[config.mk]
export PLATFORM = sky130hd
export DESIGN_NAME = trle_back
export DESIGN_NICKNAME = d
export VERILOG_FILES = /design/src/rtl/tga_rle_packet_encoder_macros.svh /design/src/rtl/trle_pkg.sv /design/src/rtl/trle_back.sv
export SDC_FILE = /design/constraint.sdc
export NUM_CORES = 1
export LEC_CHECK = 0
export ABC_AREA = 1
export BUFFER_PORTS_ARGS = -buffer_cell sky130_fd_sc_hd__buf_2
export CORE_MARGIN = 5
export CORE_UTILIZATION = 25
export CTS_BUF_LIST = sky130_fd_sc_hd__clkbuf_4
export DETAILED_ROUTE_END_ITERATION = 8
export PLACE_DENSITY_LB_ADDON = 0.15
export SLEW_MARGIN = 10
export SYNTH_ARGS = -nofsm -noshare
export SYNTH_HDL_FRONTEND = slang
export SYNTH_SLANG_ARGS = --single-unit
[constraint.sdc]
create_clock -name clk_i -period 8.7 [get_ports clk_i]
set_input_delay 0.87 -clock clk_i [delete_from_list [all_inputs] [get_ports clk_i]]
set_output_delay 0.87 -clock clk_i [all_outputs]
set_load 0.03 [all_outputs]
[src/rtl/tga_rle_packet_encoder_macros.svh]
// assertion helpers for the rle packet encoder, clocked on clk_i, off during reset
`ifndef TGA_RLE_PACKET_ENCODER_MACROS_SVH
`define TGA_RLE_PACKET_ENCODER_MACROS_SVH

// antecedent implies consequent in the same cycle
`define TRLE_ASSERT_IMPLY(lbl, ante, cons, msg) \
  lbl: assert property (@(posedge clk_i) disable iff (!rst_ni) (ante) |-> (cons)) \
    else $error(msg);

// condition must never hold
`define TRLE_ASSERT_NEVER(lbl, cond, msg) \
  lbl: assert property (@(posedge clk_i) disable iff (!rst_ni) !(cond)) else $error(msg);

`endif

[src/rtl/trle_pkg.sv]
package trle_pkg;

  localparam int unsigned MaxPacketDef    = 128;
  localparam int unsigned PixPerResultDef = 4;
  localparam int unsigned PixelW          = 32;
  localparam int unsigned BppW            = 3;
  localparam int unsigned HdrW            = 8;
  localparam int unsigned CountW          = 3;
  localparam int unsigned WordsPerResult  = 4;
  localparam int unsigned CmdCountW       = 8;
  localparam int unsigned QueueDepth      = 4;

  localparam logic [HdrW-1:0] RunBias  = 8'd127;
  localparam logic [BppW-1:0] BppReset = 3'd3;

  typedef struct packed {
    logic [PixelW-1:0] pixel_value;
    logic              image_last;
  } pix_in_t;

  typedef struct packed {
    logic              is_header;
    logic [HdrW-1:0]   header_byte;
    logic [CountW-1:0] pixel_count;
    logic [PixelW-1:0] pixel_a;
    logic [PixelW-1:0] pixel_b;
    logic [PixelW-1:0] pixel_c;
    logic [PixelW-1:0] pixel_d;
    logic              last_of_run;
    logic              image_done;
  } pkt_out_t;

  // one packet to send: run packets carry their pixel, raw ones point at a buffer bank
  typedef struct packed {
    logic                 run;
    logic [CmdCountW-1:0] count;
    logic [PixelW-1:0]    pixel;
    logic                 bank;
    logic                 last_of_run;
    logic                 image_done;
  } cmd_t;

  typedef struct packed {
    logic push0;
    logic push1;
    cmd_t cmd0;
    cmd_t cmd1;
  } q_push_t;

  typedef struct packed {
    logic raw_done;
    logic done_bank;
    logic rd_active;
    logic rd_bank;
  } back_stat_t;

  typedef enum logic [1:0] {
    BackIdle,
    BackHdr,
    BackRunPx,
    BackRaw
  } back_state_e;

  function automatic logic [PixelW-1:0] byte_mask(input logic [BppW-1:0] bpp);
    logic [PixelW-1:0] m;
    m = '0;
    for (int i = 0; i < 4; i++) begin
      if (i < int'(bpp)) begin
        m[8*i +: 8] = 8'hFF;
      end
    end
    return m;
  endfunction

endpackage

[src/rtl/trle_back.sv]
module trle_back #(
  parameter int unsigned MaxPacket    = 128,
  parameter int unsigned PixPerResult = 4,
  localparam int unsigned IdxW = $clog2(MaxPacket)
) (
  input  logic                        clk_i,
  input  logic                        rst_ni,
  input  logic                        q_valid_i,
  input  trle_pkg::cmd_t              q_head_i,
  output logic                        q_pop_o,
  output logic                        ram_re_o,
  output logic [IdxW:0]               ram_raddr_o,
  input  logic [trle_pkg::PixelW-1:0] ram_rdata_i,
  output logic                        out_valid_o,
  input  logic                        out_stall_i,
  output trle_pkg::pkt_out_t          out_data_o,
  output trle_pkg::back_stat_t        stat_o
);
  import trle_pkg::*;

  localparam int unsigned Chunk = (PixPerResult > WordsPerResult) ? WordsPerResult
                                                                   : PixPerResult;

  back_state_e          state_q, state_d;
  cmd_t                 cmd_q;
  logic [CmdCountW-1:0] sent_q, rdi_q, remaining, inflight;
  logic [CountW-1:0]    fill_q, target;
  logic                 pend_q;
  logic [PixelW-1:0]    words_q [WordsPerResult];
  logic                 out_valid_q;
  pkt_out_t             out_q, res;
  logic                 res_v, load_ok, issue, chunk_done, chunk_last;

  assign remaining  = cmd_q.count - sent_q;
  assign target     = (remaining > CmdCountW'(Chunk)) ? CountW'(Chunk)
                                                      : remaining[CountW-1:0];
  assign inflight   = rdi_q - sent_q;
  assign chunk_last = remaining == CmdCountW'(target);
  assign load_ok    = !out_valid_q || !out_stall_i;

  always_comb begin
    state_d    = state_q;
    q_pop_o    = 1'b0;
    res        = '0;
    res_v      = 1'b0;
    issue      = 1'b0;
    chunk_done = 1'b0;
    unique case (state_q)
      BackIdle: begin
        if (q_valid_i) begin
          q_pop_o = 1'b1;
          state_d = BackHdr;
        end
      end
      BackHdr: begin
        res_v           = 1'b1;
        res.is_header   = 1'b1;
        res.header_byte = cmd_q.run ? (cmd_q.count + RunBias) : (cmd_q.count - HdrW'(1));
        if (load_ok) begin
          state_d = cmd_q.run ? BackRunPx : BackRaw;
        end
      end
      BackRunPx: begin
        res_v           = 1'b1;
        res.pixel_count = CountW'(1);
        res.pixel_a     = cmd_q.pixel;
        res.last_of_run = cmd_q.last_of_run;
        res.image_done  = cmd_q.image_done;
        if (load_ok) begin
          state_d = BackIdle;
        end
      end
      BackRaw: begin
        // reads for the current chunk go out one per cycle, then the chunk is offered
        issue = inflight < CmdCountW'(target);
        if (fill_q == target && !pend_q) begin
          res_v           = 1'b1;
          res.pixel_count = target;
          res.pixel_a     = (target > CountW'(0)) ? words_q[0] : '0;
          res.pixel_b     = (target > CountW'(1)) ? words_q[1] : '0;
          res.pixel_c     = (target > CountW'(2)) ? words_q[2] : '0;
          res.pixel_d     = (target > CountW'(3)) ? words_q[3] : '0;
          res.last_of_run = cmd_q.last_of_run && chunk_last;
          res.image_done  = cmd_q.image_done && chunk_last;
          if (load_ok) begin
            chunk_done = 1'b1;
            if (chunk_last) begin
              state_d = BackIdle;
            end
          end
        end
      end
      default: state_d = BackIdle;
    endcase
  end

  assign ram_re_o    = issue;
  assign ram_raddr_o = {cmd_q.bank, rdi_q[IdxW-1:0]};

  always_comb begin
    stat_o.raw_done  = chunk_done && chunk_last;
    stat_o.done_bank = cmd_q.bank;
    stat_o.rd_active = state_q == BackRaw;
    stat_o.rd_bank   = cmd_q.bank;
  end

  always_ff @(posedge clk_i or negedge rst_ni) begin
    if (!rst_ni) begin
      state_q     <= BackIdle;
      sent_q      <= '0;
      rdi_q       <= '0;
      fill_q      <= '0;
      pend_q      <= 1'b0;
      out_valid_q <= 1'b0;
    end else begin
      state_q <= state_d;
      pend_q  <= issue;
      if (q_pop_o) begin
        sent_q <= '0;
        rdi_q  <= '0;
        fill_q <= '0;
      end else begin
        if (issue) begin
          rdi_q <= rdi_q + CmdCountW'(1);
        end
        if (pend_q) begin
          fill_q <= fill_q + CountW'(1);
        end
        if (chunk_done) begin
          sent_q <= sent_q + CmdCountW'(target);
          fill_q <= '0;
        end
      end
      if (res_v && load_ok) begin
        out_valid_q <= 1'b1;
      end else if (!out_stall_i) begin
        out_valid_q <= 1'b0;
      end
    end
  end

  always_ff @(posedge clk_i) begin
    if (q_pop_o) begin
      cmd_q <= q_head_i;
    end
    if (pend_q) begin
      words_q[fill_q[1:0]] <= ram_rdata_i;
    end
    if (res_v && load_ok) begin
      out_q <= res;
    end
  end

  assign out_valid_o = out_valid_q;
  assign out_data_o  = out_q;

endmodule

==> metrics <==
Max clock buf depth=3; Fin. Hold Viols=0; Reg-to-Reg Start=cmd_q[35]; TNS Setup=0 ns; worst-path cell with the longest stage delay=fa_1; Worst-Skew Late Latency=0.80 ns; cell mode on critical path=inv_1; Die Height=244 um; post-synthesis cell count=1043; Mapped Avg Cell Area=13.1 um^2; CP Class=register to output port; Pleak=7.13 nW; VDD IR max=0.201 mV; CTS Root Cell=clkbuf_4; number of synthesized register bits=337; status=completed; CTS tree=done; Boundary Pins=237; hold depth=1; Slew Limit Fails=0; post-synth top area share=0.688; worst hold start=q_head_i[6]; slew margin rel.=0.291; FP Rows=85; overall routing resource usage=0.129; Pre-Repair DR Iteration Count=4; Die X=244 um; Async S/R FF share, synth=0.0682; total number of vias=8536; DRC Markers=0; r2r endpoint=out_data_o[40]; clk slew on worst S/H paths=0.06 ns; WL per Instance=18.1 um; total power=0.00595 W; first-pass GRT wire length=57100 um; Seq/Total Area, Yosys=0.729; top post-synthesis cells by area=edfxtp_1 (69%), nand2_1 (4.7%), inv_1 (4.4%); post-cts resize count=0; largest net degree at the start of global routing=63; CP Cell Sequence=inv_1 > ha_1 > inv_1 > fa_1 > nand2_1 > nand2_1 > nand3b_2 > nand3_1 > nand2_4 > nor2_8 > nand3_2 > inv_1 > ha_1 > a211o_1 > a21oi_1 > nor3b_1 > nand3_1 > nor2_1 > nand2_1 > inv_1 > buf_2; core area=0.0541 mm^2; Post-synth EDFFs=314; post-DP HPWL=24500 um; period utilization=0.591; Post-Synthesis Cell Area=0.0137 mm^2; GP Congestion=0.791; Synth area leader=edfxtp_1; Remaining Overflow, GRT=0; DR vias/cell=4.02; Num Clock Sinks=337; Syn Nets=1155; max capacitance violation total=0; crit path to=ram_re_o; P per Cell Area=353 mW/mm^2; Crit. Startpoint=cmd_q[35]; HP Class=primary input to register; Slew @ Worst Pin=1.06 ns; Port Buf Inserts=236; number of global-route vias before repair=8898; CP Capture Type=output port; count of different cell masters after synthesis=41; max incr delay on CP=0.39 ns; Worst Reg-to-Reg Cells=20; NumNets Final=1465; Max Fclk=194 MHz; area grow syn2layout=22.9%; synth warn=0; predominant post-synthesis flop cell=edfxtp_1; CTS H-tree depth=3; critical path startpoint category=register; final WL=38400 um; Data arrival, critical path=4.27 ns; drt initial violations=424; Setup-failing EPs final=0; setup repair after global routing missed its margin=no; worst path required time=7.83 ns; starting density of the core=0.253; antenna-violating nets left=0; die area=0.0596 mm^2; fin crit period=5.14 ns; Worst Path Max Fanout=5; share of cells above drive strength 1=0.330; Post-synth top cells=edfxtp_1 (314), nand2_1 (173), inv_1 (160), nor2_1 (110), o21ai_0 (46); most common cell in the synthesized netlist=edfxtp_1; CTS Buf Count=97; initial antenna violation count=9; clock skew=0.0519 ns; Worst R2R Setup Slack=4.53 ns
-- power by group --
part | switching, W | leakage (nW) | internal [W] | total (W)
Combinational | 0.00152 | 3.16 | 0.000443 | 0.00196
Clock | 0.000684 | 0.731 | 0.000775 | 0.00146
Sequential | 0.000180 | 3.25 | 0.00235 | 0.00253
-- metrics by stage --
stage	worst slack [ns]	hold slack, ns	util	instance area [um^2]	std cells
3_3_place_gp	4.45	0.511	0.289	15600	1949
2_1_floorplan	2.13	0.491	-	13700	1043
4_1_cts	3.41	0.0924	0.311	16800	2119
5_1_grt	3.16	0.0989	0.311	16900	2123
3_5_place_dp	4.38	0.513	0.289	15600	1949
6_report	3.56	0.244	0.311	16900	2125
-- worst max-delay path: cells and delay by family (launching register included) --
family	cells	cell delay (ns)
simple gates	11	1.22
fa+ha+maj	3	0.81
buf+inv	5	0.77
flops	1	0.38
compound gates	2	0.32
-- cells by family (layout without fill, tap and decap cells) --
group / after synthesis / in the layout / synth area share
other: 0 / 6 / 0
and+or+nand+nor: 395 / 395 / 0.143
adders and majority gates: 32 / 32 / 0.0308
AOI/OAI and AO/OA: 65 / 65 / 0.0249
buffers and inverters: 199 / 579 / 0.0620
DFF: 337 / 337 / 0.729
xor gates and xnor gates: 15 / 15 / 0.00958
-- area by class of cell --
type	instances	area, um^2
sequential	337	10000
inverter	166	627
clock inverter	27	149
clock buffer	142	1070
timing repair buffer	244	1240
fill	5517	37300
tap	696	871
multi-input combinational	507	2880
antenna	6	15.0
-- cells in the final DEF, fill, tap and decap left out, types with 10 or more instances in the layout --
cell,count
a21oi_1,13
buf_2,236
clkbuf_4,142
clkinv_1,18
dfrtp_1,23
edfxtp_1,314
ha_1,28
inv_1,155
nand2_1,172
nand2_2,10
nand3_1,36
nor2_1,109
nor2_4,35
o21ai_0,46
xor2_1,13
-- registers in the layout (all words and copies together), names as in the netlist --
signal	flops
out_data_o	142
words_q	128
cmd_q	43
rdi_q	8
sent_q	8
fill_q	3
state_q	2
out_valid_o	1
pend_q	1
ram_raddr_o	1
-- worst min-delay path by stage --
stage | endpoint | slack, ns
after floorplan | state_q[1] | 0.49
after global placement | out_data_o[100] | 0.51
after detailed placement | out_data_o[101] | 0.51
after CTS | cmd_q[28] | 0.09
after global routing | cmd_q[28] | 0.1
final | cmd_q[6] | 0.24
-- layer usage --
layer  vias to the layer above  track usage  wire (um)
met5                         -            0         39
met4                         6       0.0458        941
met3                        73       0.0559       3240
met2                       255        0.208      18100
met1                      4044        0.154      16000
li1                       4158            -          -
-- repair_timing --
item	CTS	global route
hold buffers	1	0
setup buffers	0	0
hold endpoints to repair	7	0
setup endpoints to repair	0	0
No activity file was read; power rests on OpenSTA's default activity.
