<file path="src/rtl/tga_rle_packet_encoder_macros.svh">
// assertion helpers for the rle packet encoder, clocked on clk_i, off during reset
`ifndef TGA_RLE_PACKET_ENCODER_MACROS_SVH
`define TGA_RLE_PACKET_ENCODER_MACROS_SVH

// antecedent implies consequent in the same cycle
`define TRLE_ASSERT_IMPLY(lbl, ante, cons, msg) \
  lbl: assert property (@(posedge clk_i) disable iff (!rst_ni) (ante) |-> (cons)) \
    else $error(msg);

// condition must never hold
`define TRLE_ASSERT_NEVER(lbl, cond, msg) \
  lbl: assert property (@(posedge clk_i) disable iff (!rst_ni) !(cond)) else $error(msg);

`endif

</file>
<file path="src/rtl/trle_pkg.sv">
package trle_pkg;

  localparam int unsigned MaxPacketDef    = 128;
  localparam int unsigned PixPerResultDef = 4;
  localparam int unsigned PixelW          = 32;
  localparam int unsigned BppW            = 3;
  localparam int unsigned HdrW            = 8;
  localparam int unsigned CountW          = 3;
  localparam int unsigned WordsPerResult  = 4;
  localparam int unsigned CmdCountW       = 8;
  localparam int unsigned QueueDepth      = 4;

  localparam logic [HdrW-1:0] RunBias  = 8'd127;
  localparam logic [BppW-1:0] BppReset = 3'd3;

  typedef struct packed {
    logic [PixelW-1:0] pixel_value;
    logic              image_last;
  } pix_in_t;

  typedef struct packed {
    logic              is_header;
    logic [HdrW-1:0]   header_byte;
    logic [CountW-1:0] pixel_count;
    logic [PixelW-1:0] pixel_a;
    logic [PixelW-1:0] pixel_b;
    logic [PixelW-1:0] pixel_c;
    logic [PixelW-1:0] pixel_d;
    logic              last_of_run;
    logic              image_done;
  } pkt_out_t;

  // one packet to send: run packets carry their pixel, raw ones point at a buffer bank
  typedef struct packed {
    logic                 run;
    logic [CmdCountW-1:0] count;
    logic [PixelW-1:0]    pixel;
    logic                 bank;
    logic                 last_of_run;
    logic                 image_done;
  } cmd_t;

  typedef struct packed {
    logic push0;
    logic push1;
    cmd_t cmd0;
    cmd_t cmd1;
  } q_push_t;

  typedef struct packed {
    logic raw_done;
    logic done_bank;
    logic rd_active;
    logic rd_bank;
  } back_stat_t;

  typedef enum logic [1:0] {
    BackIdle,
    BackHdr,
    BackRunPx,
    BackRaw
  } back_state_e;

  function automatic logic [PixelW-1:0] byte_mask(input logic [BppW-1:0] bpp);
    logic [PixelW-1:0] m;
    m = '0;
    for (int i = 0; i < 4; i++) begin
      if (i < int'(bpp)) begin
        m[8*i +: 8] = 8'hFF;
      end
    end
    return m;
  endfunction

endpackage

</file>
<file path="src/rtl/trle_cmdq.sv">
module trle_cmdq (
  input  logic              clk_i,
  input  logic              rst_ni,
  input  trle_pkg::q_push_t push_i,
  output logic              room2_o,
  input  logic              pop_i,
  output logic              valid_o,
  output trle_pkg::cmd_t    head_o
);
  import trle_pkg::*;

  localparam int unsigned PtrW = $clog2(QueueDepth);

  cmd_t          mem_q [QueueDepth];
  logic [PtrW-1:0] wr_q, rd_q;
  logic [PtrW:0]   cnt_q, cnt_d;

  assign valid_o = cnt_q != '0;
  assign room2_o = cnt_q <= (PtrW+1)'(QueueDepth - 2);
  assign head_o  = mem_q[rd_q];

  assign cnt_d = cnt_q + (PtrW+1)'(push_i.push0) + (PtrW+1)'(push_i.push1)
                 - (PtrW+1)'(pop_i);

  always_ff @(posedge clk_i or negedge rst_ni) begin
    if (!rst_ni) begin
      wr_q  <= '0;
      rd_q  <= '0;
      cnt_q <= '0;
    end else begin
      wr_q  <= wr_q + PtrW'(push_i.push0) + PtrW'(push_i.push1);
      rd_q  <= rd_q + PtrW'(pop_i);
      cnt_q <= cnt_d;
    end
  end

  always_ff @(posedge clk_i) begin
    if (push_i.push0) begin
      mem_q[wr_q] <= push_i.cmd0;
    end
    if (push_i.push1) begin
      mem_q[wr_q + PtrW'(1)] <= push_i.cmd1;
    end
  end

endmodule

</file>
<file path="config.mk">
export PLATFORM = sky130hd
export DESIGN_NAME = trle_cmdq
export DESIGN_NICKNAME = d
export VERILOG_FILES = /design/src/rtl/tga_rle_packet_encoder_macros.svh /design/src/rtl/trle_pkg.sv /design/src/rtl/trle_cmdq.sv
export SDC_FILE = /design/constraint.sdc
export NUM_CORES = 1
export LEC_CHECK = 0
export BUFFER_PORTS_ARGS = -buffer_cell sky130_fd_sc_hd__buf_2
export CAP_MARGIN = 20
export CORE_MARGIN = 2
export CORE_UTILIZATION = 52
export CTS_CLUSTER_DIAMETER = 200
export DETAILED_ROUTE_END_ITERATION = 12
export GPL_ROUTABILITY_DRIVEN = 0
export PLACE_DENSITY_LB_ADDON = 0.1
export SYNTH_ARGS = -nofsm -noshare
export SYNTH_HDL_FRONTEND = slang
export SYNTH_SLANG_ARGS = --single-unit
</file>
<file path="constraint.sdc">
create_clock -name clk_i -period 4.7 [get_ports clk_i]
set_clock_uncertainty 0.2 [all_clocks]
set_input_delay 0.94 -clock clk_i [delete_from_list [all_inputs] [get_ports clk_i]]
set_output_delay 0.94 -clock clk_i [all_outputs]
set_load 0.05 [all_outputs]
</file>
==> impl_results.md, run 1 <==
* Status: complete, no violations
* CTS Buf Count at 17
* #FFs+latches synth at 183
* Max incr delay on CP at 960 ps
* R2r worst-path depth at 3
* Achievable Freq at 0.285 GHz
* Multi-input logic area at 0.00323 mm^2
* Hold/Removal Path Class: input port to asynchronous set/reset pin
* RSZ-0062 raised after global routing: no
* Cells after Synth at 460
* Post-DRT Antenna Nets at 0
* Rows at 47
* Die X at 135 um
* Initial antenna violation count at 1
* PwrDens at 714 mW/mm^2
* Initial core utilization at 53.4%
* Grt ovf at 0
* FF+latch area at 0.00547 mm^2
* Maxcap violations at 0
* Mapped Area at 0.00888 mm^2
* Vias in the first global route at 5,235
* Met3 Usage GRT at 4.84%
* Final hold viol count at 0
* Hpwl dp at 11,300 um
* Fin Setup TNS at 0 ps
* CTS Hold Bufs at 0
* Clock sinks at 183
* M2 GR Usage at 38.7%
* Yosys warning total at 0
* Post_cts resized at 0
* Setup Viol. Count Final at 0
* Fin crit period at 3510 ps
* Largest net degree at the start of global routing at 46
* CTS tree: built
* Worst r2r src: wr_q[1]
* Filler cell count in the final layout at 1,213
* Synth-to-layout area growth at 17.0%
* Top Usage Layer GRT: met2
* Lkg Pwr at 3.75 nW
* Post-synth cell types at 24
* Starting DRT DRC Count at 217
* WP data arrival at 2370 ps
* Clock Latency Late Sink at 420 ps
* Seq/Total Area, Yosys at 61.5%
* Tot GR Track Use at 21.7%
* Max clock buf depth at 2
* Clock-pin slew on the worst setup and hold paths at 60 ps
* Via count at 4,761
* Final WL at 18,800 um
* Buf/Inv on CP at 2
* Placed Cells at 800
* Kind of critical path: flop to primary output
* First-pass GRT wire length at 29,100 um
* CTS H-tree depth at 4
* Wire length per cell at 22.6 um
* Worst Tran Pin Value at 964 ps
* Mean Syn Cell Area at 19.3 um^2
* Vias per inst at 5.73
* Slowest cell on the critical path: dfrtp_2
* Tcrit/Tclk final at 74.8%
* Reg2reg end: mem_q[3][24]
* Critical Path Fanout Max at 32
* Mapped Nets at 559
* Worst R2R Setup Slack at 2200 ps
* Slew margin rel. at 35.7%
* Drc violations at 0
* Crit-path cells: buf_4, mux4_2, buf_2
* CP delay by family, top: flip-flops
* Root buffer cell: clkbuf_16
* Layout cells sized above 1 at 65.9%
* Core Footprint at 0.0166 mm^2
* Die footprint at 0.0181 mm^2
* Count of non-filler cells in the finished layout at 831
* M1 GR Usage at 26.4%
* IO Pins at 139
* Worst Setup End Kind: primary output
* Startpoint types: flop
* CP required at 3560 ps
* Post CTS Setup Buffer Count at 0
* Nets at 698
* First drt pass iteration count at 4
* Die Span Y at 135 um
* Power, Total at 7.42 mW
* Final Slew Violations at 0
* Worst IR Drop VDD at 0.000411 V
* # port buffers at 138
[worst reg2reg max path, delay by kind of cell, from the launching register on]
family                 cells  cell delay [ps]
AND/OR/NAND/NOR            1              660
flip-flops                 1              640
buffers and inverters      1              440
multiplexers               1              300
[flip-flops by register name, summed over array words and instances, names as in the netlist]
name and flops:
rd_q 2, wr_q 2, cnt_q 3, mem_q 176
[cell families (layout without fill, tap and decap cells)]
group / after synthesis / after routing / synth area share [%]
muxes: 221 / 221 / 33.6
DFF: 183 / 183 / 61.5
and+or+nand+nor: 9 / 9 / 0.775
AOI/OAI and AO/OA: 3 / 3 / 0.197
other: 0 / 1 / 0
xor gates and xnor gates: 3 / 3 / 0.296
buffers and inverters: 35 / 185 / 2.61
adders and majority gates: 6 / 6 / 1.10
[Yosys cell counts]
cell,count,share of area (%)
edfxtp_1,176,59
mux2_2,173,22
mux4_2,44,11
buf_2,11,0.62
buf_6,8,1.0
buf_4,7,0.59
dfrtp_1,7,2.0
inv_1,6,0.25
clkbuf_1,3,0.13
fa_1,3,0.68
ha_1,3,0.42
mux2_1,3,0.38
nor2_1,3,0.13
o21ai_0,2,0.11
xor2_1,2,0.20
a21o_1,1,0.085
mux2i_1,1,0.11
nand2_1,1,0.042
nand2b_1,1,0.070
nand3_2,1,0.11
nand3b_1,1,0.085
nand3b_2,1,0.13
nor3b_4,1,0.21
xnor2_1,1,0.099
[power breakdown]
part           internal (mW)  total (mW)  switching (mW)
registers               2.47        2.80           0.331
logic                   1.17        3.22            2.05
clock network          0.823        1.40           0.580
[routing by layer]
metal | vias to the layer above | routed length (um) | part of all wire, %
li1 | 2166 | - | -
met1 | 2472 | 7930 | 42
met2 | 109 | 9790 | 52
met3 | 14 | 867 | 4.6
met4 | 0 | 234 | 1.2
met5 | - | 0 | 0
[cells in the final DEF, fill, tap and decap left out, types with 2 or more instances in the layout]
cell type,n
clkbuf_16,17
xor2_1,2
buf_4,6
bufinv_16,3
buf_12,5
clkinv_2,5
dfrtp_1,5
o21ai_4,2
ha_1,3
buf_2,138
mux2_1,3
clkinvlp_4,2
fa_1,3
mux4_2,44
edfxtp_1,176
mux2_2,173
nor2_4,2
clkbuf_1,2
inv_1,6
[how the worst max path moves through the flow]
stage	from	to	slack [ps]	cells after the start
2_1_floorplan	push_i[89]	mem_q[2][0]	-120	2
3_3_place_gp	rd_q[0]	head_o[2]	1550	2
3_5_place_dp	rd_q[0]	head_o[2]	1540	2
4_1_cts	rd_q[0]	head_o[2]	1090	2
5_1_grt	rd_q[0]	head_o[2]	1020	2
6_report	rd_q[1]	head_o[3]	1190	3
[metrics by stage]
step	instance area [um^2]	worst slack (ps)	utilization [%]	hold slack, ps
floorplan	8880	-123	-	261
global placement	9830	1550	59.1	354
detailed placement	9830	1540	59.1	365
CTS	10400	1090	62.5	133
global route	10400	1020	62.5	136
finish	10400	1190	62.5	143
[area by class of cell]
class | count | area share (%)
diodes | 1 | 0.0241
repair buffers | 149 | 8.04
multi-input cells | 242 | 31.1
clock inverters | 11 | 1.29
well taps | 220 | 2.65
clock buffers | 19 | 4.16
inverters | 6 | 0.217
flip-flops and latches | 183 | 52.6
No activity file was read; power rests on OpenSTA's default activity.
==> inputs of run 2 (changes only) <==
Settings changed: ABC_AREA from default to 1, CORE_UTILIZATION 52 to 55.
Clock period 4.7 ns to 3.4 ns, I/O delays scaled along.
==> impl_results.md, run 2 <==
* Mean Syn Cell Area at 7.93 um^2 (-59%)
* Initial core utilization at 55.9% (+2.5 points)
* Max reg flops at 176 (unchanged)
* Fin Setup TNS at 0 ps (unchanged)
* Synth area leader: edfxtp_1
* Largest Register: mem_q
* Core Footprint at 0.0187 mm^2 (+12%)
* Max incr delay on CP at 440 ps (-520 ps)
* Pre-CTS setup slack at 894 ps (-646 ps)
* Post-synth cell types at 27 (+13%)
* RSZ-0062 raised after global routing: no
* Filler cell count in the final layout at 1,611 (+33%)
* Yosys warning total at 0 (unchanged)
* FF+latch area at 0.00547 mm^2 (about the same)
* Drc violations at 0 (unchanged)
* CTS Buf Count at 17 (unchanged)
* Cell with the most instances after synthesis: nand2_1
* Die X at 142 um (+5.3%)
* Worst Setup End Kind: primary output
* Kind of critical path: flop to primary output
* Maxcap violations at 0 (unchanged)
* Placed Cells at 1,628 (+100%)
* Mapped Nets at 1,417 (+150%)
* Count of non-filler cells in the finished layout at 1,663 (+100%)
* Post-synth top area share at 50.6% (-8.9 points)
* Slew margin rel. at 40.8% (+5.1 points)
* Initial antenna violation count at 3 (+2)
* Worst IR Drop VDD at 0.000570 V (+39%)
* Most instantiated cells after synthesis: 534 x nand2_1, 226 x inv_1, 176 x edfxtp_1
* Status: complete, no violations
* Setup Viol. Count Final at 0 (unchanged)
* Final hold viol count at 0 (unchanged)
* Crit-path cells: clkinv_2, buf_12, nand2_1, nand3_1, nand2_1, buf_2
* Tot GR Track Use at 27.9% (+6.2 points)
* CTS H-tree depth at 4 (unchanged)
* Worst R2R Setup Slack at 900 ps (-1300 ps)
* Hold Path Depth at 2
* Nets at 1,513 (+120%)
* #FFs+latches synth at 183 (unchanged)
* Wire length per cell at 16.2 um (-28%)
* Achievable Freq at 0.337 GHz
* Final Slew Violations at 0 (unchanged)
* Hpwl dp at 16,200 um (+44%)
* Number of synthesized flops with an enable pin at 176 (unchanged)
* Hold wc startpoint: pop_i
* Power, Total at 12.1 mW (+62%)
* Seq/Total Area, Yosys at 52.2% (-9.2 points)
* PwrDens at 1010 mW/mm^2 (+42%)
* Lkg Pwr at 6.12 nW (+63%)
* Post CTS Setup Buffer Count at 0 (unchanged)
* Largest net degree at the start of global routing at 90 (+96%)
* Rows at 50 (+6.4%)
* R2r worst-path depth at 4 (+1)
* Fin worst setup slack at 430 ps (-755 ps)
* CP required at 2520 ps (-1040 ps)
* Tcrit/Tclk final at 87.3%
* Most common cell after layout, fill and taps aside: nand2_1
* Vias per inst at 5.42 (-5.3%)
* IO Pins at 139 (unchanged)
* Startpoint types: flop
* Buf/Inv on CP at 3 (+1)
* Post-DRT Antenna Nets at 0 (unchanged)
* Post-synth top flop: edfxtp_1
* CTS Hold Bufs at 1 (+1)
* Final hold slack at 342 ps (+199 ps)
* Grt ovf at 0 (unchanged)
* Multi-input logic area at 0.00368 mm^2 (+14%)
* Hold/Removal Path Class: input port to flop
* Critical Path Fanout Max at 37 (+16%)
* Starting DRT DRC Count at 682 (+210%)
* WP data arrival at 2090 ps (-280 ps)
* Most frequent cells in the layout: 530 x nand2_1, 226 x inv_1, 176 x edfxtp_1
* First-pass GRT wire length at 43,700 um (+50%)
* Synth area leaders: edfxtp_1 51%, nand2_1 19%, inv_1 8.1%
* Final WL at 27,000 um (+43%)
* Worst r2r src: wr_q[0]
* Post_cts resized at 0 (unchanged)
* Clock Latency Late Sink at 430 ps (about the same)
* Max clock buf depth at 2 (unchanged)
* Reg2reg end: mem_q[3][35]
* CP delay by family, top: buffers and inverters
* Largest registers: mem_q (176), cnt_q (3)
* Mapped Area at 0.0105 mm^2 (+18%)
* CTS tree: built
* Clock sinks at 183 (unchanged)
* Die Span Y at 142 um (+5.3%)
* Fin crit period at 2970 ps
* Vias in the first global route at 8,795 (+68%)
* Ys async rst share at 3.83% (unchanged)
* Clock-pin slew on the worst setup and hold paths at 70 ps (about the same)
* Synth-to-layout area growth at 13.8%
* Die footprint at 0.0201 mm^2 (+11%)
* Via count at 9,018 (+89%)
* Worst hold endpoint: rd_q[0]
* Worst path most repeated cell: nand2_1
* # port buffers at 138 (unchanged)
* First drt pass iteration count at 9 (+5)
* Slowest cell on the critical path: dfrtp_4
* Cells after Synth at 1,318 (+190%)
* Layout cells sized above 1 at 15.0% (-51 points)
* Worst Tran Pin Value at 887 ps (-76.8 ps)
* Root buffer cell: clkbuf_16
## run 2: changes by cell type in the layout (fill, tap and decap cells not counted), sizes merged, moves of 42 or more
cell,before,now
nand4,0,88
inv,6,229
o21ai,2,44
mux2,176,0
mux4,44,0
nand3,1,139
nand2,1,535
## run 2: worst max-delay path by stage
stage	from	endpoint	slack, ps	depth (start not counted)
2_1_floorplan	push_i[88]	mem_q[2][0]	670	4
3_3_place_gp	rd_q[0]	head_o[34]	920	6
3_5_place_dp	rd_q[0]	head_o[34]	890	6
4_1_cts	rd_q[0]	head_o[34]	420	6
5_1_grt	rd_q[0]	head_o[3]	330	6
6_report	rd_q[0]	head_o[34]	430	6
## run 2: layout make-up
class / count / share of cell area [%]
sequential: 183 / 46.0
multi-input combinational: 817 / 30.9
clock inverter: 7 / 0.778
tap: 234 / 2.46
antenna: 2 / 0.0421
timing repair buffer: 165 / 8.33
clock buffer: 25 / 4.17
inverter: 230 / 7.31
## run 2: kinds of logic after synthesis
logic type | after synthesis | share of synthesized area [%]
compound gates | 45 | 2.36
xor+xnor | 3 | 0.251
fa+ha+maj | 6 | 0.934
buf+inv | 318 | 12.7
flops | 183 | 52.2
simple gates | 763 | 31.6
## run 2: per-layer routing
layer	share of wire [%]	up-vias	track usage [%]
li1	-	4401	-
met1	41	4189	35.9
met2	50	386	47.6
met3	7.9	40	4.83
met4	1.7	2	10.3
met5	0.048	-	0
## run 2: worst reg2reg max path: cells and delay by family (launching register included)
kind                   cells  cell delay [ps]
buffers and inverters      2              680
AND/OR/NAND/NOR            2              640
flip-flops                 1              640
## run 2: metrics by stage
step | cell area [um^2] | utilization, %
final | 11900 | 63.6
after detailed placement | 11300 | 60.4
after CTS | 11900 | 63.6
after floorplan | 10500 | -
after global routing | 11900 | 63.6
after global placement | 11300 | 60.4
## run 2: report_power, final
group	total [mW]	leakage, nW	internal (mW)	switching [mW]
logic	6.23	4.11	1.50	4.73
clock network	1.99	0.280	1.16	0.833
registers	3.83	1.73	3.55	0.281
