<file path="src/rtl/tga_rle_packet_encoder_macros.svh">
// assertion helpers for the rle packet encoder, clocked on clk_i, off during reset
`ifndef TGA_RLE_PACKET_ENCODER_MACROS_SVH
`define TGA_RLE_PACKET_ENCODER_MACROS_SVH

// antecedent implies consequent in the same cycle
`define TRLE_ASSERT_IMPLY(lbl, ante, cons, msg) \
  lbl: assert property (@(posedge clk_i) disable iff (!rst_ni) (ante) |-> (cons)) \
    else $error(msg);

// condition must never hold
`define TRLE_ASSERT_NEVER(lbl, cond, msg) \
  lbl: assert property (@(posedge clk_i) disable iff (!rst_ni) !(cond)) else $error(msg);

`endif

</file>
<file path="src/rtl/trle_pkg.sv">
package trle_pkg;

  localparam int unsigned MaxPacketDef    = 128;
  localparam int unsigned PixPerResultDef = 4;
  localparam int unsigned PixelW          = 32;
  localparam int unsigned BppW            = 3;
  localparam int unsigned HdrW            = 8;
  localparam int unsigned CountW          = 3;
  localparam int unsigned WordsPerResult  = 4;
  localparam int unsigned CmdCountW       = 8;
  localparam int unsigned QueueDepth      = 4;

  localparam logic [HdrW-1:0] RunBias  = 8'd127;
  localparam logic [BppW-1:0] BppReset = 3'd3;

  typedef struct packed {
    logic [PixelW-1:0] pixel_value;
    logic              image_last;
  } pix_in_t;

  typedef struct packed {
    logic              is_header;
    logic [HdrW-1:0]   header_byte;
    logic [CountW-1:0] pixel_count;
    logic [PixelW-1:0] pixel_a;
    logic [PixelW-1:0] pixel_b;
    logic [PixelW-1:0] pixel_c;
    logic [PixelW-1:0] pixel_d;
    logic              last_of_run;
    logic              image_done;
  } pkt_out_t;

  // one packet to send: run packets carry their pixel, raw ones point at a buffer bank
  typedef struct packed {
    logic                 run;
    logic [CmdCountW-1:0] count;
    logic [PixelW-1:0]    pixel;
    logic                 bank;
    logic                 last_of_run;
    logic                 image_done;
  } cmd_t;

  typedef struct packed {
    logic push0;
    logic push1;
    cmd_t cmd0;
    cmd_t cmd1;
  } q_push_t;

  typedef struct packed {
    logic raw_done;
    logic done_bank;
    logic rd_active;
    logic rd_bank;
  } back_stat_t;

  typedef enum logic [1:0] {
    BackIdle,
    BackHdr,
    BackRunPx,
    BackRaw
  } back_state_e;

  function automatic logic [PixelW-1:0] byte_mask(input logic [BppW-1:0] bpp);
    logic [PixelW-1:0] m;
    m = '0;
    for (int i = 0; i < 4; i++) begin
      if (i < int'(bpp)) begin
        m[8*i +: 8] = 8'hFF;
      end
    end
    return m;
  endfunction

endpackage

</file>
<file path="src/rtl/trle_front.sv">
module trle_front #(
  parameter int unsigned MaxPacket = 128,
  localparam int unsigned IdxW = $clog2(MaxPacket)
) (
  input  logic                          clk_i,
  input  logic                          rst_ni,
  input  logic                          cfg_we_i,
  input  logic [trle_pkg::BppW-1:0]     cfg_wdata_i,
  input  logic                          in_valid_i,
  output logic                          in_stall_o,
  input  trle_pkg::pix_in_t             in_data_i,
  input  logic                          q_room_i,
  output trle_pkg::q_push_t             push_o,
  output logic                          ram_we_o,
  output logic [IdxW:0]                 ram_waddr_o,
  output logic [trle_pkg::PixelW-1:0]   ram_wdata_o,
  input  trle_pkg::back_stat_t          stat_i
);
  import trle_pkg::*;

  logic [BppW-1:0]      bpp_q;
  logic [PixelW-1:0]    held_q;
  logic [PixelW-1:0]    pix;
  logic                 held_valid_q, held_valid_d;
  logic                 run_q, run_d;
  logic                 bank_q, bank_d;
  logic [CmdCountW-1:0] len_q, len_d;
  logic [1:0]           busy_q, busy_d;
  logic                 accept, eq, flush, we;
  logic [IdxW-1:0]      widx;
  logic                 c1_v, c2_v;
  cmd_t                 c1, c2;

  // a bank still being drained by the back end is not written
  assign in_stall_o = !q_room_i || busy_q[bank_q];
  assign accept     = in_valid_i && !in_stall_o;
  assign pix        = in_data_i.pixel_value & byte_mask(bpp_q);
  assign eq         = held_valid_q && (pix == held_q);

  always_comb begin
    len_d        = len_q;
    run_d        = run_q;
    bank_d       = bank_q;
    held_valid_d = 1'b1;
    c1_v         = 1'b0;
    c1           = '0;
    c2_v         = 1'b0;
    c2           = '0;
    we           = 1'b0;
    widx         = '0;
    if (!held_valid_q) begin
      len_d = CmdCountW'(1);
      run_d = 1'b0;
      we    = 1'b1;
    end else if (len_q == CmdCountW'(1)) begin
      run_d = eq;
      we    = 1'b1;
      widx  = IdxW'(1);
      len_d = CmdCountW'(2);
    end else if (run_q) begin
      if (eq) begin
        len_d = len_q + CmdCountW'(1);
      end else begin
        c1_v     = 1'b1;
        c1.run   = 1'b1;
        c1.count = len_q;
        c1.pixel = held_q;
        we       = 1'b1;
        len_d    = CmdCountW'(1);
        run_d    = 1'b0;
      end
    end else begin
      if (eq) begin
        // raw packet ends before the pixel that opens the run
        c1_v     = 1'b1;
        c1.count = len_q - CmdCountW'(1);
        c1.bank  = bank_q;
        bank_d   = !bank_q;
        run_d    = 1'b1;
        len_d    = CmdCountW'(2);
      end else begin
        we    = 1'b1;
        widx  = len_q[IdxW-1:0];
        len_d = len_q + CmdCountW'(1);
      end
    end
    flush = (len_d >= CmdCountW'(MaxPacket)) || in_data_i.image_last;
    if (flush) begin
      c2_v           = 1'b1;
      c2.run         = run_d;
      c2.count       = len_d;
      c2.pixel       = pix;
      c2.bank        = bank_d;
      c2.last_of_run = 1'b1;
      c2.image_done  = in_data_i.image_last;
      if (!run_d) begin
        bank_d = !bank_d;
      end
      held_valid_d = 1'b0;
      len_d        = '0;
      run_d        = 1'b0;
    end else begin
      c1.last_of_run = 1'b1;
    end
  end

  always_comb begin
    push_o.push0 = accept && (c1_v || c2_v);
    push_o.push1 = accept && c1_v && c2_v;
    push_o.cmd0  = c1_v ? c1 : c2;
    push_o.cmd1  = c2;
  end

  assign ram_we_o    = accept && we;
  assign ram_waddr_o = {bank_q, widx};
  assign ram_wdata_o = pix;

  always_comb begin
    busy_d = busy_q;
    if (stat_i.raw_done) begin
      busy_d[stat_i.done_bank] = 1'b0;
    end
    if (accept) begin
      if (c1_v && !c1.run) begin
        busy_d[c1.bank] = 1'b1;
      end
      if (c2_v && !c2.run) begin
        busy_d[c2.bank] = 1'b1;
      end
    end
  end

  always_ff @(posedge clk_i or negedge rst_ni) begin
    if (!rst_ni) begin
      bpp_q        <= BppReset;
      held_valid_q <= 1'b0;
      run_q        <= 1'b0;
      bank_q       <= 1'b0;
      len_q        <= '0;
      busy_q       <= '0;
    end else begin
      if (cfg_we_i) begin
        bpp_q <= cfg_wdata_i;
      end
      if (accept) begin
        held_valid_q <= held_valid_d;
        run_q        <= run_d;
        bank_q       <= bank_d;
        len_q        <= len_d;
      end
      busy_q <= busy_d;
    end
  end

  always_ff @(posedge clk_i) begin
    if (accept) begin
      held_q <= pix;
    end
  end

endmodule

</file>
<file path="config.mk">
export PLATFORM = sky130hd
export DESIGN_NAME = trle_front
export DESIGN_NICKNAME = d
export VERILOG_FILES = /design/src/rtl/tga_rle_packet_encoder_macros.svh /design/src/rtl/trle_pkg.sv /design/src/rtl/trle_front.sv
export SDC_FILE = /design/constraint.sdc
export NUM_CORES = 1
export LEC_CHECK = 0
export ABC_CLOCK_PERIOD_IN_PS = 4400
export BUFFER_PORTS_ARGS = -buffer_cell sky130_fd_sc_hd__buf_2
export CORE_MARGIN = 1
export CORE_UTILIZATION = 45
export CTS_CLUSTER_SIZE = 20
export DETAILED_ROUTE_END_ITERATION = 16
export MAX_ROUTING_LAYER = met4
export PLACE_DENSITY = 0.79
export RECOVER_POWER = 100
export SKIP_LAST_GASP = 1
export SYNTH_ARGS = -nofsm -noshare
export SYNTH_HDL_FRONTEND = slang
export SYNTH_SLANG_ARGS = --single-unit
</file>
<file path="constraint.sdc">
create_clock -name clk_i -period 4.4 [get_ports clk_i]
set_clock_uncertainty 0.15 [all_clocks]
set_input_delay 0.66 -clock clk_i [delete_from_list [all_inputs] [get_ports clk_i]]
set_output_delay 0.66 -clock clk_i [all_outputs]
set_load 0.02 [all_outputs]
</file>
==> results_dict.tcl, run 1 <==
set metrics [dict create \
    critical_path_class "in2out" \
    cts-root-buf "clkbuf_8" \
    synth_mux_area_share_pct 2.75 \
    worstRegToRegCells 15 \
    rsz0062_at_grt "true" \
    ys_seq_elements 48 \
    antenna_left 0 \
    holdWs_ps 320 \
    drive_above_1_share_pct 42.5 \
    routed_wl_mm 15.2 \
    initial_core_util_pct 46.1 \
    synth-xor-area-share_pct 4.13 \
    fin_util_pct 66.8 \
    yosysSeqAreaShare_pct 32.2 \
    route.vias.total 4903 \
    numClockSinks 48 \
    clk_path_buf_depth 2 \
    first_iter_violations 290 \
    synth_edf_count 32 \
    arrival_ps 3730 \
    yosysUniqueCellTypes 71 \
    cts_hold_buf 0 \
    max-vdd-ir-drop_mv 0.165 \
    critical_path.max_fanout 8 \
    cts_tree "built" \
    rr_startpoint "held_q[2]" \
    setup.worst_path.start_class "input port" \
    synth-warning-count 0 \
    leakage_nw 2.82 \
    synth.top_cell.area_share_pct 22.7 \
    dp_cells 780 \
    first_pass_iters 5 \
    routedWlPerCell_um 18.8 \
    synthAdderAreaFrac_pct 1.77 \
    fp-row-count 35 \
    cp-end-kind "primary output" \
    gr-total-overflow 0 \
    hold_path_class "in2async" \
    r2r-end "bank_q" \
    die_area_sq_um 9810 \
    drc 0 \
    antenna_cells 0 \
    dp_slack_ps -279 \
    grtUsageTotal_pct 30.4 \
    fp.dieW_um 99.0 \
    avgSynthCellArea_sq_um 8.74 \
    antenna_found_initial 0 \
    worst_slack_ps -145 \
    violations "negative setup slack" \
    synth_top_family_by_area "simple AND/OR/NAND/NOR gates" \
    syn_area_sq_um 4240 \
    synth_common_cells "nor2_1, and2_1, nand2_1" \
    register_area_sq_um 1360 \
    io_buffer_count 174 \
    tightest_slew_ps 1300 \
    vias_per_cell 6.08 \
    max_cap_violations 0 \
    relSlewSlack_pct 13.5 \
    synth.most_common_cell "nor2_1" \
    core_sq_um 9200 \
    synth-simple-area-share_pct 28.7 \
    ioPinCount 177 \
    fmax_ghz 0.220 \
    grt_pass1_vias 4577 \
    syn-num-nets 536 \
    grt_max_degree 33 \
    path_clk_slew_ps 100 \
    final-max-slew-violation-count 0 \
    grt_pass1_wl_mm 22.9 \
    ys_async_sr_fraction_pct 33.3 \
    synth_flop_cell "edfxtp_1" \
    multi_input_area_sq_um 2770 \
    hold_viol 0 \
    syn2layout_area_growth_pct 44.9 \
    cts_made_buffers 5 \
    synth_top_area_cell "edfxtp_1" \
    synthTopCellsByArea "edfxtp_1, a32o_1, dfrtp_1" \
    min_period_ps 4540 \
    status "complete, but fails checks" \
    gp_congestion 1.00 \
    r2r_setup_slack_ps 650 \
    dieHeight_um 99.0 \
    clock_latency_ps 300 \
    setup.worst_path.start "in_data_i[3]" \
    setup_violations 36 \
    synth-compound-area-share_pct 23.1 \
    fin_cells 807 \
    fin_crit_sh_pct 103 \
    fin_nets 746 \
    power_density_nw_per_um2 313 \
    netlist_instances 485 \
    cp.required_ps 3590 \
    hpwlAfterDp_mm 10.4 \
    power_mw 1.92 \
    endpoint "push_o[68]" \
    cts_htree_levels 2 \
    n_fill_cell 723 \
]
## worst max-delay path: stages
cell and delay, ps:
buf_2 110, inv_2 40, a222oi_1 420, o2111ai_1 240, nor4b_4 320, buf_4 160, nand2_2 50, or4_4 460
ha_4 280, nor2_4 90, inv_2 60, buf_6 120, nor3_4 140, buf_12 160, clkbuf_16 160, a32o_2 140
buf_6 120
## worst min path at each step
stage                end  depth (start not counted)       from
2_1_floorplan     bank_q                          0     rst_ni
3_3_place_gp   busy_q[1]                          1  busy_q[1]
3_5_place_dp   busy_q[1]                          1  busy_q[1]
4_1_cts        busy_q[1]                          1     rst_ni
5_1_grt         len_q[2]                          1     rst_ni
6_report        len_q[2]                          1     rst_ni
## cell families after synthesis
family	after synthesis
compound gates	116
mux	11
simple gates	220
fa+ha+maj	6
buf+inv	64
flops	48
xor+xnor	20
## cells in the final DEF, fill, tap and decap left out, drive strengths merged, types with 5 or more instances in the layout
cell type,count
xor2,8
inv,25
nor4bb,7
and2,42
dfrtp,14
nand2,38
a31oi,7
mux2i,6
nor2b,16
nor3,17
nor2,48
buf,198
nand3,17
nor4,10
clkbuf,49
mux2,5
edfxtp,32
a32o,35
o21ai,14
a31o,5
o41ai,6
and3,8
o22ai,8
a21oi,10
xnor2,12
ha,6
## state kept, by name (all words and copies together) (netlist names)
register and count:
bank_q 1, bpp_q 3, busy_q 2, held_q 32
held_valid_q 1, len_q 8, run_q 1
## metrics by stage
step	cell area, sq um	setup TNS [ps]
2_1_floorplan	4310	-48.8
3_3_place_gp	5500	-9040
3_5_place_dp	5500	-9880
4_1_cts	5940	-3330
5_1_grt	6140	-9150
6_report	6140	-4370
## what timing repair did
item,in CTS,in global routing
setup buffers,6,10
pin swaps,9,13
cloned,2,1
endpoints found under the setup margin,47,74
resized for setup,70,50
## layer usage
| metal | vias up | GRT usage [%] | share of wire [%] |
|---|---|---|---|
| met5 | - | - | 0 |
| met3 | 44 | 4.68 | 7.9 |
| met1 | 2329 | 38.3 | 41 |
| li1 | 2244 | - | - |
| met4 | 0 | 11.5 | 2.9 |
| met2 | 286 | 49.2 | 48 |
## area by class of cell
class                           instances  share of cell area (%)
Clock inverter                          2                   0.570
Tap cell                              111                    2.26
Multi-Input combinational cell        373                    45.1
Sequential cell                        48                    22.2
Inverter                               26                    1.63
Clock buffer                            6                    1.18
Timing Repair Buffer                  241                    27.1
## power breakdown
group | switching [mW] | internal [mW]
Sequential | 0.0925 | 0.564
Clock | 0.160 | 0.169
Combinational | 0.571 | 0.365
No activity file was read; power rests on OpenSTA's default activity.
==> run 2, diff against run 1 <==
Settings changed: CORE_MARGIN 1 to 10.
==> run 2 against run 1 <==
Compared with the run above:
- the flow still finishes with violations (negative setup slack)
- worst setup slack gained 33 ps
- wire length grew 5.4%
- total power grew 1.3%
- critical path type is now reg2out
- largest power group unchanged
==> results_dict.tcl, run 2 (synthesized netlist as in run 1, its figures left out) <==
set metrics [dict create \
    antenna_cells 0 \
    cp.required_ps 3590 \
    drive_above_1_share_pct 48.0 \
    n_fill_cell 760 \
    antenna_found_initial 0 \
    final_cell_area_sq_um 5890 \
    leakage_nw 2.84 \
    fin_util_pct 64.1 \
    fin_cells 799 \
    layout_common_cells "buf_2, buf_4, nor2_1" \
    clk_path_buf_depth 2 \
    p_int_mw 1.10 \
    status "complete, but fails checks" \
    p_switching_mw 0.850 \
    fmax_ghz 0.222 \
    critical_path.max_fanout 8 \
    cts_htree_levels 2 \
    min_period_ps 4510 \
    vias_per_cell 6.06 \
    clock_latency_ps 320 \
    grt_pass1_wl_mm 24.0 \
    setup.worst_path.start_class "flip-flop" \
    drc 0 \
    worst_slack_ps -112 \
    worstRegToRegCells 14 \
    grtUsageTotal_pct 22.3 \
    grt_pass1_vias 4776 \
    ioPinCount 177 \
    initial_core_util_pct 46.1 \
    arrival_ps 3700 \
    gr-total-overflow 0 \
    max-vdd-ir-drop_mv 0.155 \
    relSlewSlack_pct 34.7 \
    tightest_slew_ps 980 \
    critical_path_class "reg2out" \
    first_iter_violations 373 \
    final_common_cell "buf_2" \
    p_seq_share_pct 33.8 \
    dp_cells 777 \
    r2r-end "busy_q[1]" \
    io_buffer_count 174 \
    reg.largest.list "held_q x32, len_q x8, bpp_q x3" \
    swShare_pct 43.7 \
    violations "negative setup slack" \
    power_density_nw_per_um2 331 \
    routedWlPerCell_um 20.0 \
    r2r_setup_slack_ps 740 \
    endpoint "push_o[81]" \
    hold_path_class "in2async" \
    syn2layout_area_growth_pct 39.1 \
    largest_reg_flops 32 \
    gp_congestion 1.04 \
    routed_wl_mm 16.0 \
    cts_tree "built" \
    fin_nets 738 \
    die_area_sq_um 13700 \
    rr_startpoint "bpp_q[2]" \
    regMostFlops "held_q" \
    rsz0062_at_grt "true" \
    numClockSinks 48 \
    route.vias.total 4839 \
    fp.dieW_um 117 \
    first_pass_iters 5 \
    path_clk_slew_ps 110 \
    final-max-slew-violation-count 0 \
    power_mw 1.95 \
    hpwlAfterDp_mm 12.0 \
    p_clk_share_pct 18.2 \
    grt_max_degree 48 \
    setup.worst_path.start "bpp_q[2]" \
    cts_made_buffers 5 \
    setup_violations 43 \
    max_cap_violations 0 \
    hold_viol 0 \
    fin_crit_sh_pct 103 \
    cts-root-buf "clkbuf_8" \
    dieHeight_um 117 \
    placed_area_sq_um 5460 \
    antenna_left 0 \
    cp-end-kind "primary output" \
    fp-row-count 35 \
    core_sq_um 9200 \
    combPwrFrac_pct 48.0 \
]
-- run 2: changes by cell type in the layout (fill, tap and decap cells not counted), sizes merged --
cell / change
buf: +34
clkinv: +1
clkbuf: -43
-- run 2: metal layers --
metal | part of all wire, % | wire length, um | GRT usage (%) | up-vias
met3 | 8.5 | 1350 | 4.84 | 54
met1 | 40 | 6410 | 27.1 | 2300
met4 | 3.2 | 516 | 8.24 | 0
met5 | 0 | 0 | - | -
met2 | 48 | 7690 | 35.7 | 268
li1 | - | - | - | 2217
-- run 2: repair_timing --
| action | 4_1_cts | 5_1_grt |
|---|---|---|
| pin swaps | 10 | 7 |
| setup endpoints to repair | 65 | 69 |
| resized for setup | 30 | 24 |
| hold buffers | 0 | 0 |
| hold endpoints to repair | 0 | 0 |
| buffers inserted | 6 | 8 |
-- run 2: worst min path at each step --
stage | startpoint | end | slack [ps] | cells after the start
floorplan | rst_ni | bank_q | 210 | 0
global placement | busy_q[1] | busy_q[1] | 340 | 1
detailed placement | busy_q[1] | busy_q[1] | 340 | 1
CTS | rst_ni | len_q[2] | 110 | 1
global route | rst_ni | len_q[3] | 410 | 1
finish | rst_ni | len_q[2] | 320 | 1
-- run 2: per-stage QoR --
stage                     worst slack (ps)  TNS, ps  hold slack (ps)
final                                 -112    -1550              319
after global routing                  -218    -6280              408
after CTS                            -59.6     -251              114
after detailed placement              -336    -6150              345
after global placement                -214    -3580              339
after floorplan                      -30.9    -48.8              214
-- run 2: worst max-delay path, stage by stage (launching register included) --
cell and delay (ps):
dfrtp_2 460, buf_4 170, a21o_2 260, a211o_1 290, nor4_2 290, buf_4 180, nand2_2 60, or4_4 440
ha_4 250, nor2_4 120, inv_2 90, nor4b_4 210, nand3_1 100, and3b_1 220, o41ai_4 60, buf_4 200
-- run 2: final cells by class --
class	count	area (sq um)	area share, %
multi-input cells	373	2790	47.3
repair buffers	233	1390	23.5
flip-flops and latches	48	1370	23.2
well taps	111	139	2.36
inverters	26	100	1.70
clock buffers	5	68.8	1.17
clock inverters	3	47.5	0.807
-- run 2: power by group through the flow --
stage	Clock (mW)	Combinational, mW	Sequential [mW]
floorplan	0	0.616	0.622
global placement	0	0.848	0.657
detailed placement	0	0.875	0.661
CTS	0.357	0.895	0.653
global route	0.370	1.00	0.668
finish	0.355	0.935	0.658
==> run 3, diff against run 2 <==
Settings changed: CTS_BUF_LIST set to sky130_fd_sc_hd__clkbuf_16.
==> run 3 against run 2 <==
Compared with the run above:
- the run still ends with negative setup slack left
- worst setup slack better by 83 ps
- sequential power about the same
- first-iteration DRC count up 8.3%
- register-to-register slack better by 90 ps
- count of clock-buffer cells in the layout unchanged
- sequential share of layout area down 1.4 points
- via count up 2.0%
- clock power up 32%
- cell count up 0.63%
- fmax up 1.9%
- utilization up 4.1 points
- wire length up 5.1%
- critical path type unchanged
- critical endpoint unchanged
- largest power group unchanged
- highest routed layer unchanged
==> results_dict.tcl, run 3 (synthesized netlist as in run 1, its figures left out) <==
set metrics [dict create \
    fin_util_pct 68.1 \
    gp_congestion 1.04 \
    cp.required_ps 3590 \
    critical_path_class "reg2out" \
    fmax_ghz 0.226 \
    route.vias.total 4938 \
    critical_path.max_fanout 7 \
    power_mw 2.09 \
    clk_path_buf_depth 2 \
    slowest_stage "dfstp_2" \
    layout_common_cells "buf_2, buf_4, nor2_1" \
    setup.worst_path.start_class "flip-flop" \
    cts_htree_levels 2 \
    max_stage_delay_ps 630 \
    first_pass_iters 7 \
    max-vdd-ir-drop_mv 0.191 \
    core_sq_um 9200 \
    numClockSinks 48 \
    status "complete, but fails checks" \
    reg.largest.list "held_q x32, len_q x8, bpp_q x3" \
    rsz0062_at_grt "true" \
    leakage_nw 2.95 \
    vias_per_cell 6.14 \
    holdWs_ps 354 \
    power_density_nw_per_um2 334 \
    final_common_cell "buf_2" \
    ioPinCount 177 \
    fin_crit_sh_pct 101 \
    largest_reg_flops 32 \
    grt_pass1_wl_mm 24.1 \
    routed_wl_mm 16.8 \
    path_clk_slew_ps 80 \
    hold_viol 0 \
    placed_area_sq_um 5460 \
    hold_path_class "in2async" \
    cp-end-kind "primary output" \
    final_cell_area_sq_um 6270 \
    gr-total-overflow 0 \
    fp-row-count 35 \
    arrival_ps 3620 \
    fp.dieW_um 117 \
    worstRegToRegCells 14 \
    syn2layout_area_growth_pct 47.9 \
    cts-root-buf "clkbuf_16" \
    max_cap_violations 0 \
    final-max-slew-violation-count 0 \
    cts_tree "built" \
    initial_core_util_pct 46.1 \
    cts_hold_buf 0 \
    cts_made_buffers 5 \
    tightest_slew_ps 1000 \
    setup_violations 2 \
    path_cells "buf_6, o21bai_4, a21oi_2, nor3_2, o2111ai_2, or4_4, ha_4, nor2_4, buf_4, nand3_2, a21oi_2, and3b_2, o41ai_4, buf_4" \
    hpwlAfterDp_mm 12.0 \
    fin_nets 743 \
    grtUsageTotal_pct 22.4 \
    routedWlPerCell_um 20.9 \
    antenna_cells 0 \
    min_period_ps 4430 \
    violations "negative setup slack" \
    drive_above_1_share_pct 49.4 \
    die_area_sq_um 13700 \
    grt_max_degree 48 \
    tns_ps -29.6 \
    antenna_found_initial 0 \
    drc 0 \
    io_buffer_count 174 \
    relSlewSlack_pct 33.0 \
    antenna_left 0 \
    regMostFlops "held_q" \
    grt_pass1_vias 4780 \
    first_iter_violations 404 \
    dieHeight_um 117 \
    clock_latency_ps 300 \
    worst_slack_ps -28.7 \
]
run 3: changes by cell type in the layout (fill, tap and decap cells not counted), moves of 2 or more:
cell,change
buf_2,-31
buf_8,+2
buf_6,+17
clkbuf_16,+7
buf_4,+14
clkbuf_8,-5
run 3: cell type report:
type / instances / area [sq um]
fillers: 677 / 2930
clock buffers: 5 / 125
well taps: 111 / 139
inverters: 26 / 105
flip-flops and latches: 48 / 1370
clock inverters: 3 / 47.5
repair buffers: 238 / 1630
multi-input cells: 373 / 2860
run 3: per-layer routing:
metal / routed length [um] / vias to the layer above / part of all wire [%] / track usage (%)
met2: 8140 / 308 / 48 / 36.0
met3: 1590 / 51 / 9.5 / 4.84
li1: - / 2233 / - / -
met4: 505 / 0 / 3.0 / 8.48
met1: 6550 / 2346 / 39 / 27.0
met5: 0 / - / 0 / -
run 3: worst paths after layout:
path | from | endpoint | slack, ps
max in group asynchronous | rst_ni | bpp_q[2] | 3070
setup / recovery | bpp_q[1] | push_o[81] | -30
hold reg to reg | busy_q[1] | busy_q[1] | 360
min in group clk_i | busy_q[1] | busy_q[1] | 360
hold / removal | rst_ni | len_q[2] | 350
setup reg to reg | bpp_q[1] | bank_q | 830
run 3: repair_timing:
action | in CTS | in global routing
gates cloned | 0 | 3
buffers inserted | 5 | 11
pin swaps | 7 | 10
endpoints found under the setup margin | 65 | 68
gates resized for setup | 27 | 90
run 3: critical path: cells and delay by family, from the launching register on:
family	cells	cell delay [ps]
AND/OR/NAND/NOR	5	1320
buffers and inverters	3	500
flip-flops	1	630
adder cells (fa/ha/maj)	1	270
AO/OA/AOI/OAI	5	600
run 3: where the power goes:
group	leakage, nW	total, mW	internal (mW)	switching (mW)
Combinational	2.36	0.964	0.382	0.582
Clock	0.0840	0.467	0.271	0.196
Sequential	0.509	0.659	0.564	0.0957
run 3: stage by stage:
step / instances / worst slack, ps
floorplan: 485 / -30.9
global placement: 777 / -214
detailed placement: 777 / -336
CTS: 790 / -1.22
global route: 804 / -122
finish: 804 / -28.7
